File: config.mk
export PLATFORM = sky130hd
export DESIGN_NAME = rc4_ram
export DESIGN_NICKNAME = d
export VERILOG_FILES = /design/src/hdl/rc4_ram.sv
export SDC_FILE = /design/constraint.sdc
export NUM_CORES = 2
export LEC_CHECK = 0
export BUFFER_PORTS_ARGS = -buffer_cell sky130_fd_sc_hd__buf_4
export CORE_ASPECT_RATIO = 1.4
export CORE_MARGIN = 5
export CORE_UTILIZATION = 60
export DETAILED_ROUTE_END_ITERATION = 12
export PLACE_DENSITY = 0.76
export SLEW_MARGIN = 20
export SYNTH_ARGS = -nofsm -noshare
export SYNTH_HDL_FRONTEND = slang
export SYNTH_SLANG_ARGS = --single-unit
File: constraint.sdc
create_clock -name clk -period 6.1 [get_ports clk]
set_clock_uncertainty 0.1 [all_clocks]
set_input_delay 0.305 -clock clk [delete_from_list [all_inputs] [get_ports clk]]
set_output_delay 0.305 -clock clk [all_outputs]
set_load 0.01 [all_outputs]
File: src/hdl/rc4_ram.sv
// ----------------------------------------------------------------------------
// RC4 generic RAM
// One write port and one read port with registered, read-first read data.
// ----------------------------------------------------------------------------
`default_nettype none

module rc4_ram #(
  parameter int WIDTH = 8,
  parameter int DEPTH = 256,
  localparam int AW   = (DEPTH > 1) ? $clog2(DEPTH) : 1
) (
  input  logic             clk,
  input  logic             we,
  input  logic [AW-1:0]    waddr,
  input  logic [WIDTH-1:0] wdata,
  input  logic             re,
  input  logic [AW-1:0]    raddr,
  output logic [WIDTH-1:0] rdata
);

  logic [WIDTH-1:0] mem [DEPTH];

  always_ff @(posedge clk) begin
    if (we) begin
      mem[waddr] <= wdata;
    end
    if (re) begin
      rdata <= mem[raddr];
    end
  end

endmodule

`default_nettype wire

==> impl_metrics.toml <==
[sta]
drv_slew = 0
fmax_mhz = 310
setup_viol = 0
tightest_slew_ps = 1190
fin_tns_setup_ps = 0
rsz0062_at_grt = "no"
slew_headroom = 0.206
fin_crit_ps = 3230
fin_crit_sh = 0.529
finalHoldViolCount = 0

[flow_run]
maxCapViolCount = 0

[detailed_routing]
wl_mm = 194
ant_nets = 0
drt_iter0_markers = 5888
wl_per_cell_microns = 33.9
drc_errors = 0
drt-pass1-iter-count = 10
vias = 39168
routed_via_density = 6.85

[global_route]
track_usage = 0.278
grt_max_degree = 185
globalRoute.totalOverflow = 0
grt_pass1_vias = 39683
grt_pass1_wl_mm = 281
antenna_found_initial = 12

[setup_path]
startpoint_type = "input port"
cp_slowest_stage_delay_ps = 900
slowest_stage = "a211oi_1"
crit_required_ps = 6510
path_common_cell = "buf_4"
reg2reg_depth = 6
crit_buf_inv = 3
critPathMaxFanout = 35
worstReg2RegEnd = "rdata[1]"
crit_start = "raddr[2]"
cp_top_family = "compound AO/OA/AOI/OAI gates"
ff2ff_setup_slack_ps = 2950
crit_type = "input port to register"
cp-end-kind = "register"
path_cells = "buf_4 -> buf_4 -> nor2b_4 -> buf_12 -> a22o_1 -> a221oi_1 -> o221ai_1 -> a211oi_1 -> nor4_1"
r2r-start = "mem[101][1]"
worst_ep_arrival_time_ps = 3640

[floorplan]
die_h_microns = 441
die_x_microns = 318
core_area_sq_um = 132000
row_count = 158
die_area_sq_um = 140000
start_util = 0.602
boundaryPins = 35

[synthesis]
async_reset_ff_frac = 0
syn-num-nets = 3760
synth.avg_cell_area_sq_um = 21.3
yosysSeqAreaShare = 0.775
yosys.area_share.adder = 0
yosysTopAreaCell = "edfxtp_1"
synthXorXnorAreaFrac = 0
yosys-mux-area-fraction = 0.146
yosys_register_bits = 2056
yosys_warnings = 0
synth_ff_type = "edfxtp_1"
synth_cells = 3733
synth_edf_count = 2056
synth_top_area_frac = 0.775
synthSimpleGateAreaFrac = 0.0263
syn_area_sq_um = 79600
synth_compound_area_frac = 0.0342
synth_cell_types = 54
synth_top_family_by_area = "multiplexers"
synthTopCellsByArea = "edfxtp_1, mux4_2, mux2i_1"

[placement]
dp_hpwl_mm = 117
placed_area_sq_um = 81700
numPortBuffers = 34
gp_congestion = 0.894

[power_and_ir_drop]
p_total_mw = 27.7
power_density_nw_per_um2 = 318
irDropWorstVdd_mv = 0.307
p_leak_nw = 26.7

[clock_tree]
cts_root_buffer = "clkbuf_16"
post-cts-setup-buffers = 0
ctsResizeCount = 0
cts-buffers-inserted = 173
clk_pin_slew_ps = 70
numClockSinks = 2056
clock_latency_ps = 800
clk_path_buf_depth = 3
cts_hold_buf = 4
htree_levels = 4
tritoncts = "yes"

[hold_path]
min_from = "wdata[2]"
min_delay_path_depth = 1
min_to = "mem[153][2]"
hold_class = "input port to register"

[cells_and_area]
area_growth_pct = 9.49
fin_nets = 3835
fill_cells = 8019
final_common_cell = "edfxtp_1"
final_cell_mix = "edfxtp_1, mux4_2, nor2_1"
layout-drive-gt1-share = 0.214
fin_area_sq_um = 87200

[status]
status = "finished, final reports clean"
[kinds of logic (layout without fill, tap and decap cells)]
| logic type | after synthesis | after routing |
|---|---|---|
| flops | 2056 | 2056 |
| mux | 591 | 591 |
| simple gates | 466 | 466 |
| other cells | 0 | 6 |
| buf+inv | 235 | 451 |
| compound gates | 385 | 385 |
[sequential cells by signal, indices dropped and copies added, names as in the netlist]
register and flops:
rdata 8, mem 2048
[how the worst max path moves through the flow]
stage                     to  slack [ps]  cells after the start
global route        rdata[3]        2820                      9
global placement    rdata[7]        1590                      8
detailed placement  rdata[3]        2000                      9
finish              rdata[3]        2870                      9
CTS                 rdata[3]        2850                      9
floorplan           rdata[2]        3620                      9
[layer usage]
layer / wire length [microns] / global-route usage / up-vias
met1: 66800 / 0.366 / 20307
li1: - / - / 15815
met3: 21300 / 0.0682 / 500
met5: 54 / 0 / -
met4: 10500 / 0.129 / 8
met2: 95100 / 0.448 / 2538
[metrics by stage]
| stage | hold slack (ps) | instances | worst slack, ps | utilization |
|---|---|---|---|---|
| 6_report | 122 | 5715 | 2870 | 0.659 |
| 5_1_grt | 102 | 5709 | 2820 | 0.659 |
| 4_1_cts | 74.1 | 5705 | 2850 | 0.659 |
| 3_5_place_dp | 558 | 5385 | 2000 | 0.617 |
| 3_3_place_gp | 565 | 5382 | 1590 | 0.617 |
| 2_1_floorplan | 304 | 3733 | 3620 | - |
[worst reg2reg max path: stages, from the launching register on]
cell	delay, ps
edfxtp_1	380
mux4_2	470
nor2b_1	160
a211oi_1	490
nor3_1	150
nor4_1	900
nor4_1	190
[cells in the mapped netlist (all sizes together) (22+ instances only)]
cell type	instances
o22ai	28
clkbuf	111
nand3	34
edfxtp	2056
nor4	27
a22oi	133
nor3	22
mux2i	134
nor2	282
o221ai	47
mux4	456
buf	122
nor2b	31
a21oi	96
nand2	33
[final cells by class]
cell class	count	area, sq um	area share
Antenna cell	6	15.0	0.000172
Clock buffer	207	4540	0.0521
Clock inverter	109	866	0.00993
Inverter	2	7.51	0.0000861
Multi-Input combinational cell	1442	16500	0.189
Sequential cell	2056	61700	0.708
Tap cell	1760	2200	0.0253
Timing Repair Buffer	133	1310	0.0150
[where the power goes]
part / switching, mW / leakage (nW) / internal [mW] / total, mW
clock: 4.87 / 2.66 / 5.86 / 10.7
sequential: 0.0216 / 18.5 / 15.6 / 15.6
combinational: 0.917 / 5.54 / 0.472 / 1.39
Power figures use the tool's default switching activity.
